### src/rtl/core/cfsp_pkg.sv
// Shared definitions for the CRC16 framed stream parser.
// Holds framing constants, result codes, the parse result struct and the CRC byte update.
// No dependencies.
package cfsp_pkg;

    // Default payload capacity of a frame
    localparam int MAX_PAYLOAD_DEF = 32;

    // Framing constants
    localparam logic [7:0]  PRE_FIRST    = 8'hAA;
    localparam logic [7:0]  PRE_SECOND   = 8'h55;
    localparam int          LEN_OVERHEAD = 4;
    localparam int          HDR_BYTES    = 3;
    localparam logic [15:0] CRC_INIT     = 16'hFFFF;
    localparam logic [15:0] CRC_POLY     = 16'hA001;

    // Byte positions inside a frame, counted from the first preamble byte
    localparam int POS_LEN     = 2;
    localparam int POS_CMD     = 3;
    localparam int POS_ADDR    = 4;
    localparam int POS_PAYLOAD = 5;

    // Width of the payload count field
    localparam int COUNT_W = 6;
    typedef logic [COUNT_W-1:0] t_count;

    // Result status codes
    typedef enum logic [1:0] {
        STATUS_NEED_MORE = 2'd0,
        STATUS_FRAME_OK  = 2'd1,
        STATUS_CRC_ERR   = 2'd2,
        STATUS_LEN_ERR   = 2'd3
    } t_status;

    // Outcome of one parsed byte
    typedef struct packed {
        t_status    status;
        logic [7:0] cmd;
        logic [7:0] addr;
        t_count     count;
    } t_parse_res;

    // CRC16/MODBUS update over one byte, reflected polynomial
    function automatic logic [15:0] crc_update(input logic [15:0] crc_in,
                                               input logic [7:0]  data);
        logic [15:0] crc;
        crc = crc_in ^ {8'h00, data};
        for (int i = 0; i < 8; i++) begin
            if (crc[0]) begin
                crc = (crc >> 1) ^ CRC_POLY;
            end else begin
                crc = crc >> 1;
            end
        end
        return crc;
    endfunction

endpackage

### src/rtl/core/cfsp_ram.sv
// Generic single-write, single-read synchronous RAM with registered read data.
// No dependencies.
module cfsp_ram #(
    parameter int WIDTH = 8,
    parameter int DEPTH = 32
) (
    input  logic                     i_clk,
    input  logic                     i_we,
    input  logic [$clog2(DEPTH)-1:0] i_waddr,
    input  logic [WIDTH-1:0]         i_wdata,
    input  logic [$clog2(DEPTH)-1:0] i_raddr,
    output logic [WIDTH-1:0]         o_rdata
);

    logic [WIDTH-1:0] r_mem [DEPTH];
    logic [WIDTH-1:0] r_rdata;

    // Write port and registered read port
    always_ff @(posedge i_clk) begin
        if (i_we) begin
            r_mem[i_waddr] <= i_wdata;
        end
        r_rdata <= r_mem[i_raddr];
    end

    assign o_rdata = r_rdata;

endmodule

### src/rtl/core/cfsp_parser.sv
// Frame parser: preamble hunt, header capture, CRC accumulation and payload store writes.
// Depends on cfsp_pkg.
module cfsp_parser #(
    parameter int MAX_PAYLOAD = cfsp_pkg::MAX_PAYLOAD_DEF
) (
    input  logic                           i_clk,
    input  logic                           i_rst_n,
    input  logic                           i_take,
    input  logic [7:0]                     i_byte,
    output cfsp_pkg::t_parse_res           o_res,
    output logic                           o_we,
    output logic [$clog2(MAX_PAYLOAD)-1:0] o_waddr,
    output logic [7:0]                     o_wdata
);

    localparam int AW      = $clog2(MAX_PAYLOAD);
    localparam int PW      = $clog2(MAX_PAYLOAD + cfsp_pkg::LEN_OVERHEAD + cfsp_pkg::HDR_BYTES + 1);
    localparam int LEN_MAX = cfsp_pkg::LEN_OVERHEAD + MAX_PAYLOAD;

    logic          r_saw_sync, n_saw_sync;
    logic [PW-1:0] r_pos,      n_pos;
    logic [PW-1:0] r_total,    n_total;
    logic [15:0]   r_crc,      n_crc;
    logic [7:0]    r_len,      n_len;
    logic [7:0]    r_cmd,      n_cmd;
    logic [7:0]    r_addr,     n_addr;
    logic [7:0]    r_crc_lo,   n_crc_lo;

    logic [15:0]   crc_next;
    logic          len_bad;

    // CRC step for the current byte; the length byte restarts from the seed
    always_comb begin
        if (r_pos == PW'(cfsp_pkg::POS_LEN)) begin
            crc_next = cfsp_pkg::crc_update(cfsp_pkg::CRC_INIT, i_byte);
        end else begin
            crc_next = cfsp_pkg::crc_update(r_crc, i_byte);
        end
    end

    assign len_bad = (i_byte < 8'(cfsp_pkg::LEN_OVERHEAD)) || (i_byte > 8'(LEN_MAX));

    // Decode the byte against the frame position
    always_comb begin
        n_saw_sync = r_saw_sync;
        n_pos      = r_pos;
        n_total    = r_total;
        n_crc      = r_crc;
        n_len      = r_len;
        n_cmd      = r_cmd;
        n_addr     = r_addr;
        n_crc_lo   = r_crc_lo;
        o_res      = '{status: cfsp_pkg::STATUS_NEED_MORE, cmd: '0, addr: '0, count: '0};
        o_we       = 1'b0;
        o_waddr    = AW'(r_pos - PW'(cfsp_pkg::POS_PAYLOAD));
        o_wdata    = i_byte;

        if (i_take) begin
            if (r_pos == '0) begin
                // Hunt for the preamble; repeated first bytes keep it armed
                if (!r_saw_sync) begin
                    if (i_byte == cfsp_pkg::PRE_FIRST) begin
                        n_saw_sync = 1'b1;
                    end
                end else if (i_byte == cfsp_pkg::PRE_SECOND) begin
                    n_pos   = PW'(cfsp_pkg::POS_LEN);
                    n_total = '0;
                    n_crc   = cfsp_pkg::CRC_INIT;
                end else if (i_byte != cfsp_pkg::PRE_FIRST) begin
                    n_saw_sync = 1'b0;
                end
            end else begin
                n_pos = r_pos + PW'(1);
                if (r_pos == PW'(cfsp_pkg::POS_LEN)) begin
                    // Length byte: check range, then start the CRC
                    n_len = i_byte;
                    if (len_bad) begin
                        n_saw_sync   = 1'b0;
                        n_pos        = '0;
                        n_total      = '0;
                        n_crc        = cfsp_pkg::CRC_INIT;
                        o_res.status = cfsp_pkg::STATUS_LEN_ERR;
                    end else begin
                        n_crc   = crc_next;
                        n_total = PW'(i_byte) + PW'(cfsp_pkg::HDR_BYTES);
                    end
                end else if (r_pos == PW'(cfsp_pkg::POS_CMD)) begin
                    n_cmd = i_byte;
                    n_crc = crc_next;
                end else if (r_pos == PW'(cfsp_pkg::POS_ADDR)) begin
                    n_addr = i_byte;
                    n_crc  = crc_next;
                end else if (r_pos == r_total - PW'(2)) begin
                    n_crc_lo = i_byte;
                end else if (r_pos == r_total - PW'(1)) begin
                    // Closing CRC byte: compare and return to the hunt
                    n_saw_sync = 1'b0;
                    n_pos      = '0;
                    n_total    = '0;
                    n_crc      = cfsp_pkg::CRC_INIT;
                    if ({i_byte, r_crc_lo} != r_crc) begin
                        o_res.status = cfsp_pkg::STATUS_CRC_ERR;
                    end else begin
                        o_res.status = cfsp_pkg::STATUS_FRAME_OK;
                        o_res.cmd    = r_cmd;
                        o_res.addr   = r_addr;
                        o_res.count  = cfsp_pkg::t_count'(r_len - 8'(cfsp_pkg::LEN_OVERHEAD));
                    end
                end else begin
                    // Payload byte: store it and fold it into the CRC
                    o_we  = 1'b1;
                    n_crc = crc_next;
                end
            end
        end
    end

    // Framing control state
    always_ff @(posedge i_clk) begin
        if (!i_rst_n) begin
            r_saw_sync <= 1'b0;
            r_pos      <= '0;
            r_total    <= '0;
            r_crc      <= cfsp_pkg::CRC_INIT;
        end else begin
            r_saw_sync <= n_saw_sync;
            r_pos      <= n_pos;
            r_total    <= n_total;
            r_crc      <= n_crc;
        end
    end

    // Captured header bytes
    always_ff @(posedge i_clk) begin
        r_len    <= n_len;
        r_cmd    <= n_cmd;
        r_addr   <= n_addr;
        r_crc_lo <= n_crc_lo;
    end

endmodule

### src/rtl/core/cfsp_readout.sv
// Result sequencer: output register, header result and payload burst read from the RAM.
// Depends on cfsp_pkg.
module cfsp_readout #(
    parameter int MAX_PAYLOAD = cfsp_pkg::MAX_PAYLOAD_DEF
) (
    input  logic                           i_clk,
    input  logic                           i_rst_n,
    input  logic                           i_take,
    input  cfsp_pkg::t_parse_res           i_res,
    input  logic [7:0]                     i_rdata,
    output logic [$clog2(MAX_PAYLOAD)-1:0] o_raddr,
    output logic                           o_ready,
    output logic                           o_valid,
    input  logic                           i_stall,
    output logic [1:0]                     o_status,
    output logic [7:0]                     o_cmd_code,
    output logic [7:0]                     o_dest_addr,
    output logic [5:0]                     o_payload_count,
    output logic                           o_is_payload,
    output logic [7:0]                     o_payload_byte,
    output logic                           o_last
);

    localparam int AW = $clog2(MAX_PAYLOAD);

    typedef enum logic [1:0] {
        ST_IDLE  = 2'b01,
        ST_BURST = 2'b10
    } t_state;

    t_state                r_state,    n_state;
    logic                  r_valid,    n_valid;
    logic [AW-1:0]         r_rd_idx,   n_rd_idx;
    logic [AW-1:0]         r_last_idx, n_last_idx;
    cfsp_pkg::t_status     r_status,   n_status;
    logic [7:0]            r_cmd,      n_cmd;
    logic [7:0]            r_addr,     n_addr;
    cfsp_pkg::t_count      r_count,    n_count;
    logic                  r_is_pay,   n_is_pay;
    logic [7:0]            r_pay,      n_pay;
    logic                  r_last,     n_last;

    logic                  slot_free;

    assign slot_free = !r_valid || !i_stall;

    // Load the output register from a new request or from the payload burst
    always_comb begin
        n_state    = r_state;
        n_valid    = r_valid && i_stall;
        n_rd_idx   = r_rd_idx;
        n_last_idx = r_last_idx;
        n_status   = r_status;
        n_cmd      = r_cmd;
        n_addr     = r_addr;
        n_count    = r_count;
        n_is_pay   = r_is_pay;
        n_pay      = r_pay;
        n_last     = r_last;

        case (r_state)
            ST_IDLE: begin
                n_rd_idx = '0;
                if (i_take) begin
                    n_valid  = 1'b1;
                    n_status = i_res.status;
                    n_cmd    = i_res.cmd;
                    n_addr   = i_res.addr;
                    n_count  = i_res.count;
                    n_is_pay = 1'b0;
                    n_pay    = '0;
                    n_last   = 1'b1;
                    if (i_res.status == cfsp_pkg::STATUS_FRAME_OK && i_res.count != '0) begin
                        n_last     = 1'b0;
                        n_last_idx = AW'(i_res.count - cfsp_pkg::t_count'(1));
                        n_state    = ST_BURST;
                    end
                end
            end
            ST_BURST: begin
                // Emit one payload byte per free slot; read data follows the index
                if (slot_free) begin
                    n_valid  = 1'b1;
                    n_is_pay = 1'b1;
                    n_pay    = i_rdata;
                    n_last   = (r_rd_idx == r_last_idx);
                    if (r_rd_idx == r_last_idx) begin
                        n_state = ST_IDLE;
                    end else begin
                        n_rd_idx = r_rd_idx + AW'(1);
                    end
                end
            end
            default: begin
                n_state = ST_IDLE;
                n_valid = 1'b0;
            end
        endcase
    end

    // Control state
    always_ff @(posedge i_clk) begin
        if (!i_rst_n) begin
            r_state <= ST_IDLE;
            r_valid <= 1'b0;
        end else begin
            r_state <= n_state;
            r_valid <= n_valid;
        end
    end

    // Burst index and result payload
    always_ff @(posedge i_clk) begin
        r_rd_idx   <= n_rd_idx;
        r_last_idx <= n_last_idx;
        r_status   <= n_status;
        r_cmd      <= n_cmd;
        r_addr     <= n_addr;
        r_count    <= n_count;
        r_is_pay   <= n_is_pay;
        r_pay      <= n_pay;
        r_last     <= n_last;
    end

    assign o_raddr         = n_rd_idx;
    assign o_ready         = (r_state == ST_IDLE) && slot_free;
    assign o_valid         = r_valid;
    assign o_status        = r_status;
    assign o_cmd_code      = r_cmd;
    assign o_dest_addr     = r_addr;
    assign o_payload_count = r_count;
    assign o_is_payload    = r_is_pay;
    assign o_payload_byte  = r_pay;
    assign o_last          = r_last;

endmodule

### src/rtl/core/crc16_frame_stream_parser_unit.sv
// CRC16 framed stream parser, top level.
// A request's first result is registered and valid in the cycle after the request is accepted.
// Throughput: one byte per cycle when the output is free; a good frame with N payload bytes
// holds the input off while the payload RAM is read out, one entry per cycle unless stalled.
// Reset: synchronous, active low; clears framing and output control, the payload RAM keeps data.
// Depends on cfsp_pkg, cfsp_parser, cfsp_ram and cfsp_readout.
module crc16_frame_stream_parser_unit #(
    parameter int MAX_PAYLOAD = cfsp_pkg::MAX_PAYLOAD_DEF
) (
    input  logic       i_clk,
    input  logic       i_rst_n,
    input  logic       i_valid,
    output logic       o_stall,
    input  logic [7:0] i_rx_byte,
    output logic       o_valid,
    input  logic       i_stall,
    output logic [1:0] o_status,
    output logic [7:0] o_cmd_code,
    output logic [7:0] o_dest_addr,
    output logic [5:0] o_payload_count,
    output logic       o_is_payload,
    output logic [7:0] o_payload_byte,
    output logic       o_last
);

    localparam int AW = $clog2(MAX_PAYLOAD);

    logic                 ready;
    logic                 take;
    cfsp_pkg::t_parse_res res;
    logic                 we;
    logic [AW-1:0]        waddr;
    logic [7:0]           wdata;
    logic [AW-1:0]        raddr;
    logic [7:0]           rdata;

    // Accept a request only when the sequencer can take its result
    assign o_stall = !ready;
    assign take    = i_valid && ready;

    cfsp_parser #(
        .MAX_PAYLOAD (MAX_PAYLOAD)
    ) u_parser (
        .i_clk   (i_clk),
        .i_rst_n (i_rst_n),
        .i_take  (take),
        .i_byte  (i_rx_byte),
        .o_res   (res),
        .o_we    (we),
        .o_waddr (waddr),
        .o_wdata (wdata)
    );

    cfsp_ram #(
        .WIDTH (8),
        .DEPTH (MAX_PAYLOAD)
    ) u_payload_ram (
        .i_clk   (i_clk),
        .i_we    (we),
        .i_waddr (waddr),
        .i_wdata (wdata),
        .i_raddr (raddr),
        .o_rdata (rdata)
    );

    cfsp_readout #(
        .MAX_PAYLOAD (MAX_PAYLOAD)
    ) u_readout (
        .i_clk           (i_clk),
        .i_rst_n         (i_rst_n),
        .i_take          (take),
        .i_res           (res),
        .i_rdata         (rdata),
        .o_raddr         (raddr),
        .o_ready         (ready),
        .o_valid         (o_valid),
        .i_stall         (i_stall),
        .o_status        (o_status),
        .o_cmd_code      (o_cmd_code),
        .o_dest_addr     (o_dest_addr),
        .o_payload_count (o_payload_count),
        .o_is_payload    (o_is_payload),
        .o_payload_byte  (o_payload_byte),
        .o_last          (o_last)
    );

endmodule

### config.mk
export PLATFORM = sky130hd
export DESIGN_NAME = crc16_frame_stream_parser_unit
export DESIGN_NICKNAME = d
export VERILOG_FILES = /design/src/rtl/core/cfsp_pkg.sv /design/src/rtl/core/cfsp_ram.sv /design/src/rtl/core/cfsp_parser.sv /design/src/rtl/core/cfsp_readout.sv /design/src/rtl/core/crc16_frame_stream_parser_unit.sv
export SDC_FILE = /design/constraint.sdc
export NUM_CORES = 1
export LEC_CHECK = 0
export BUFFER_PORTS_ARGS = -buffer_cell sky130_fd_sc_hd__buf_2
export CORE_MARGIN = 4
export CORE_UTILIZATION = 40
export CTS_BUF_LIST = sky130_fd_sc_hd__clkbuf_16
export CTS_CLUSTER_SIZE = 20
export DETAILED_ROUTE_END_ITERATION = 8
export GPL_TIMING_DRIVEN = 1
export PLACE_DENSITY_LB_ADDON = 0.1
export SLEW_MARGIN = 25
export SYNTH_ARGS = -nofsm -noshare
export SYNTH_HDL_FRONTEND = slang
export SYNTH_SLANG_ARGS = --single-unit
### constraint.sdc
create_clock -name i_clk -period 3.1 [get_ports i_clk]
set_input_delay 0.155 -clock i_clk [delete_from_list [all_inputs] [get_ports i_clk]]
set_output_delay 0.155 -clock i_clk [all_outputs]
set_load 0.05 [all_outputs]
## After elaboration in Yosys (flattened, before gate mapping)

Memories as Yosys holds them, arrays and structs flattened. A register that Yosys moved wholly into a read port is not among the register bits.
Cells that the tools add are included.

- Memories kept: 1
- Output and inout bits: 36
- Register bits after elaboration: 106
- Bits in writable memories: 256
- Word-level logic and storage cells: 214

- Reduce and logical (&&, ||, !) cells: 26
- Muxes and demuxes: 110
- Equality and inequality tests: 24
- $add $sub $neg: 8
- $lt $le $gt $ge: 2
- Bitwise gates (word level): 24

Memory list:

| memory | words | bits a word | rd ports | clocked after Yosys merged registers in | wr ports | line | text |
|---|---|---|---|---|---|---|---|
| u_payload_ram.r_mem | 32 | 8 | 1 | 1 | 1 | cfsp_ram.sv:15 | `logic [WIDTH-1:0] r_mem [DEPTH];` |

Operator list:

| cell | number |
|---|---|
| $mux W16 | 40 |
| $mux W24 | 6 |
| $mux W6 | 18 |
| $not A2 Y3 | 16 |
| $mux W22 | 2 |
| $mux W1 | 27 |
| $mux W8 | 2 |
| $ne A16 B16 Y1 | 1 |
| $not A8 Y16 | 1 |
| $pmux W8 S2 | 1 |
| $xor A16 B8 Y16 | 1 |
| $mux W2 | 7 |
| $eq A6 B2 Y1 const B | 2 |
| $eq A6 B6 Y1 | 2 |
| $reduce_and A3 Y1 | 4 |
| $reduce_and A4 Y1 | 3 |
| $reduce_and A6 Y1 | 2 |
| $mux W5 | 2 |
| $pmux W5 S2 | 1 |
| $ne A3 B1 Y1 const B | 3 |
| $eq A8 B7 Y1 const B | 1 |
| $eq A8 B8 Y1 const B | 1 |
| $gt A8 B6 Y1 const B | 1 |
| $lt A8 B3 Y1 const B | 1 |
| other kinds (31) | 49 |

## Depth between registers and ports, before layout

- Depth after elaboration: 31
- Gate-level depth with buffers: 13
- Depth with buffers taken out: 13

## Hierarchy

A second synthesis with hierarchy kept.

- Cell total of the unflattened synthesis: 971
- Area, all modules: 16087.9 um2

Modules (own cells, without submodules):

| module | instances | cells an instance | area each (um2) | seq. area each (um2) |
|---|---|---|---|---|
| cfsp_ram | 1 | 417 | 10053.4 | 7847.5 |
| cfsp_parser | 1 | 425 | 4146.5 | 1481.4 |
| cfsp_readout | 1 | 127 | 1878.1 | 1331.3 |
| crc16_frame_stream_parser_unit | 1 | 2 | 10.0 | 0.0 |

## Worst setup path after synthesis

OpenSTA, ideal clock, no wires.

- Kind: register -> register
- Start point: reg u_readout.r_valid (netlist: u_readout.o_valid)
- End point: mem u_payload_ram.r_mem[11][0] (enable)
- Library setup time: 0.395 ns
- Data arrival time: 3.005 ns
- Path slack: -0.300 ns
- Buffers on the path: 0
- Data required time: 2.705 ns
- Cell stages (with the launch flop): 8
- Path through: dfxtp_1 nand2_1 nand3_1 inv_1 nand2_1 nor3_1 nand2_1 nor4_1

- Longest elaborated chain between the ends: 7

Ends and longest elaborated chain:

| item | line | text |
|---|---|---|
| start, declared | cfsp_readout.sv:32 | `logic r_valid, n_valid;` |
| start signal, assigned | cfsp_readout.sv:108 | `r_valid <= n_valid;` |
| $logic_not A1 Y1 | cfsp_readout.sv:45 | `assign slot_free = !r_valid \|\| !i_stall;` |
| $logic_or A1 B1 Y1 | cfsp_readout.sv:45 |  |
| $logic_and A1 B1 Y1 | cfsp_readout.sv:126 | `assign o_ready = (r_state == ST_IDLE) && slot_free;` |
| $logic_and A1 B1 Y1 | crc16_frame_stream_parser_unit.sv:39 | `assign take = i_valid && ready;` |
| $mux W1 | cfsp_parser.sv:58 | `if (i_take) begin` |
| $mux W1 | cfsp_ram.sv:20 | `if (i_we) begin` |
| $mux W1 (not written as such) | cfsp_ram.sv:21 | `r_mem[i_waddr] <= i_wdata;` |
| end, declared | cfsp_ram.sv:15 |  |

Every way passes these cells.

## Worst setup path in the final report

- Start point: reg u_readout.r_last_idx[2]
- End point: reg u_payload_ram.r_rdata[6] (netlist: u_payload_ram.o_rdata[6]), read port of u_payload_ram.r_mem

- Longest elaborated chain between the ends: 4

Ends and longest elaborated chain:

| item | line | text |
|---|---|---|
| start, declared | cfsp_readout.sv:34 | `logic [AW-1:0] r_last_idx, n_last_idx;` |
| start signal, assigned | cfsp_readout.sv:115 | `r_last_idx <= n_last_idx;` |
| $eq A5 B5 Y1 | cfsp_readout.sv:87 | `if (r_rd_idx == r_last_idx) begin` |
| $mux W5 | cfsp_readout.sv:87 |  |
| $mux W5 | cfsp_readout.sv:82 | `if (slot_free) begin` |
| $pmux W5 S2 | cfsp_readout.sv:61 | `case (r_state)` |
| end, declared | cfsp_ram.sv:16 | `logic [WIDTH-1:0] r_rdata;` |

Every way passes these cells.
A chain may end at the register's enable or synchronous reset.

==> metrics.csv <==
stage;metric;value;unit
detailed_routing;Routed Antenna Nets;0;
setup_path;CP max stage delay;0.49;ns
setup_path;element type at the critical path start;flop;
die;Site Rows;72;
die;Initial Util;40.9;%
yosys;Post-synth top flop;edfxtp_1;
timing;Setup violations, final;0;
placement;Cell Area, Placed;17600;um2
layout;fin area;19000;um2
yosys;Post-Synthesis Cells;1177;
power;Max VDD drop;0.292;mV
timing;Hold Violations, Final;0;
clock_tree;clock-pin slew on the worst setup and hold paths;0.06;ns
detailed_routing;DR vias/cell;5.38;
layout;commonest non-fill, non-tap cell in the layout;edfxtp_1;
global_route;initial antenna violation count;1;
yosys;post-synthesis register bit count;370;
hold_path;Hold WC Path Type;in2reg;
setup_path;RR Startpoint;u_readout.r_last_idx[2];
yosys;EDFF count, synth;325;
yosys;register area share after synthesis;66.8;%
hold_path;Hold Crit Start;i_stall;
layout;Fill cells;3461;
timing;f_max;348;MHz
die;chip width;208;um
die;I/O Pins;48;
die;die area;43200;um2
global_route;GRT Total Usage;19.5;%
layout;synthesis-to-layout area growth;19.1;%
power;Overall Power;10400;uW
setup_path;CP arrival;3.31;ns
setup_path;WP data required;3.54;ns
clock_tree;later-pin clock latency in the skew report;0.57;ns
job;Max Cap Viol;0;
layout;Layout Nets;1376;
detailed_routing;Starting DRT DRC Count;1028;
setup_path;Crit Path Max Fanout;19;
layout;most frequent cells in the layout;325 x edfxtp_1, 159 x nand2_1, 108 x buf_4;
yosys;post-synthesis net count;1220;
global_route;largest net degree at the start of global routing;41;
yosys;YS warnings;0;
clock_tree;Root Buffer;clkbuf_16;
power;P per Cell Area;549;nW/um2
run_status;status;finished clean;
yosys;Post-synth ARST share;0;%
timing;minimum clock period after layout;2.87;ns
global_route;met2 usage;31.3;%
placement;gpl congestion;0.838;
detailed_routing;DRT Pass-1 Iters;5;
setup_path;crit path launch;u_readout.r_last_idx[2];
power;leak pwr;0.00687;uW
global_route;vias in the first global route;9925;
global_route;M1 GR Usage;28.0;%
global_route;M3 GR Usage;2.78;%
detailed_routing;DR DRC count;0;
placement;# port buffers;47;
yosys;synthesized area per cell;13.6;um2
layout;layout cells sized above 1;19.9;%
clock_tree;htree depth;2;
layout;register area;10700;um2
layout;area occupied by multi-input gates;5070;um2
detailed_routing;total number of vias;10100;
timing;pins over their slew limit;0;
timing;RSZ-0062 raised after global routing;no;
timing;Final Cycle Share;92.7;%
detailed_routing;Routed Wire Length;42900;um
timing;max_slew headroom;42.2;%
clock_tree;Clock Sinks;370;
clock_tree;CTS tree;built;
timing;worst slew pin tran;0.863;ns
detailed_routing;drt wl/cell;22.8;um
setup_path;Crit. End Element;flop;
global_route;gr ovfl total;0;
yosys;netlist area before placement;16000;um2
die;Core Region;39000;um2
clock_tree;Clock Tree Buf Depth;3;
clock_tree;Num CTS Buffers;41;
global_route;global-route wire length before repair;64300;um
setup_path;crit path kind;reg2reg;
timing;Setup Skew;0.0284;ns
placement;dpl hpwl;28500;um
setup_path;crit-path cells;xor2_2 > or3_4 > o21ai_4 > xnor2_4 > buf_12 > mux2i_1 > a221oi_1 > a221oi_2 > a31oi_1;
setup_path;slowest CP cell;a221oi_2;
die;Die H;208;um
global_route;Most Used Layer, Global Route;met2;
yosys;post-synth cell types;72;
==> metal layers <==
layer  vias up  part of all wire, %  wire, um
met5         -                    0         0
met1      5034                   46     19600
li1       4736                    -         -
met2       294                   46     19900
met4         0                  2.5      1070
met3        70                  5.4      2330
==> path summary, 6_finish.rpt <==
check	to	cells past startpoint	slack, ns
setup / recovery	u_payload_ram.o_rdata[6]	9	0.23
hold / removal	u_readout.o_valid	3	0.03
setup reg to reg	u_payload_ram.o_rdata[6]	9	0.23
hold reg to reg	u_parser.r_total[5]	2	0.47
==> sequential cells by signal, indices dropped and copies added, names as in the netlist <==
name / flops
u_parser.r_addr: 8
u_parser.r_cmd: 8
u_parser.r_crc: 16
u_parser.r_crc_lo: 8
u_parser.r_len: 6
u_parser.r_pos: 6
u_parser.r_saw_sync: 1
u_parser.r_total: 6
u_payload_ram.o_rdata: 8
u_payload_ram.r_mem: 256
u_readout.o_cmd_code: 8
u_readout.o_dest_addr: 8
u_readout.o_is_payload: 1
u_readout.o_last: 1
u_readout.o_payload_byte: 8
u_readout.o_payload_count: 6
u_readout.o_status: 2
u_readout.o_valid: 1
u_readout.r_last_idx: 5
u_readout.r_rd_idx: 5
u_readout.r_state: 2
==> timing repair <==
action	4_1_cts	5_1_grt
endpoints found under the hold margin	13	0
hold buffers	4	0
buffers inserted	2	2
pin swaps	1	3
endpoints found under the setup margin	8	20
gates resized for setup	10	20
==> power breakdown <==
group	internal (uW)	switching, uW	leakage (uW)
Combinational	154	357	0.00289
Clock	2500	1970	0.000638
Sequential	5440	14.3	0.00334
Total	8100	2340	0.00687
==> metrics by stage <==
stage / cells / hold WS [ns] / setup slack (ns) / utilization [%] / setup TNS (ns)
2_1_floorplan: 1177 / 0.254 / -0.300 / - / -8.06
3_3_place_gp: 1800 / 0.439 / -0.284 / 45.0 / -1.08
3_5_place_dp: 1800 / 0.437 / -0.274 / 45.0 / -1.22
4_1_cts: 1879 / 0.00232 / 0.0527 / 48.5 / 0
5_1_grt: 1881 / 0.0479 / 0.0511 / 48.7 / 0
6_report: 1882 / 0.0258 / 0.227 / 48.7 / 0
==> cell families after synthesis <==
kind of cell / after synthesis / share of synthesized area, %
flops: 370 / 66.8
mux: 78 / 4.91
fa+ha+maj: 31 / 2.43
xor+xnor: 74 / 4.49
compound gates: 192 / 8.88
simple gates: 344 / 10.0
buf+inv: 88 / 2.49
==> cell usage after synthesis (all sizes together) (17+ instances only) <==
library cell	count	area share, %
mux2i	76	4.8
clkbuf	22	0.52
buf	34	1.2
and2	35	1.4
a32oi	35	1.9
xnor2	55	3.2
dfxtp	45	5.6
o21ai	23	0.86
nor2	58	1.4
a31oi	20	0.78
nand2	160	3.8
inv	31	0.73
nand3	28	0.88
a221oi	27	1.5
xor2	17	1.0
edfxtp	325	61
a21oi	36	1.2
ha	31	2.4
==> critical path: cells and delay by family (launching register included) <==
kind                   cells  cell delay, ns
XOR/XNOR                   2            0.39
multiplexers               1            0.31
buffers and inverters      1            0.22
AND/OR/NAND/NOR            1            0.42
AO/OA/AOI/OAI              4            0.98
flip-flops                 1            0.41
==> layout make-up <==
type | count | share of cell area (%)
clock inverter | 32 | 1.04
multi-input combinational | 719 | 26.7
sequential | 370 | 56.1
inverter | 32 | 0.632
tap | 518 | 3.41
antenna | 1 | 0.0132
timing repair buffer | 169 | 6.74
clock buffer | 41 | 5.40
Note: power is estimated with default switching activity, not from simulation.
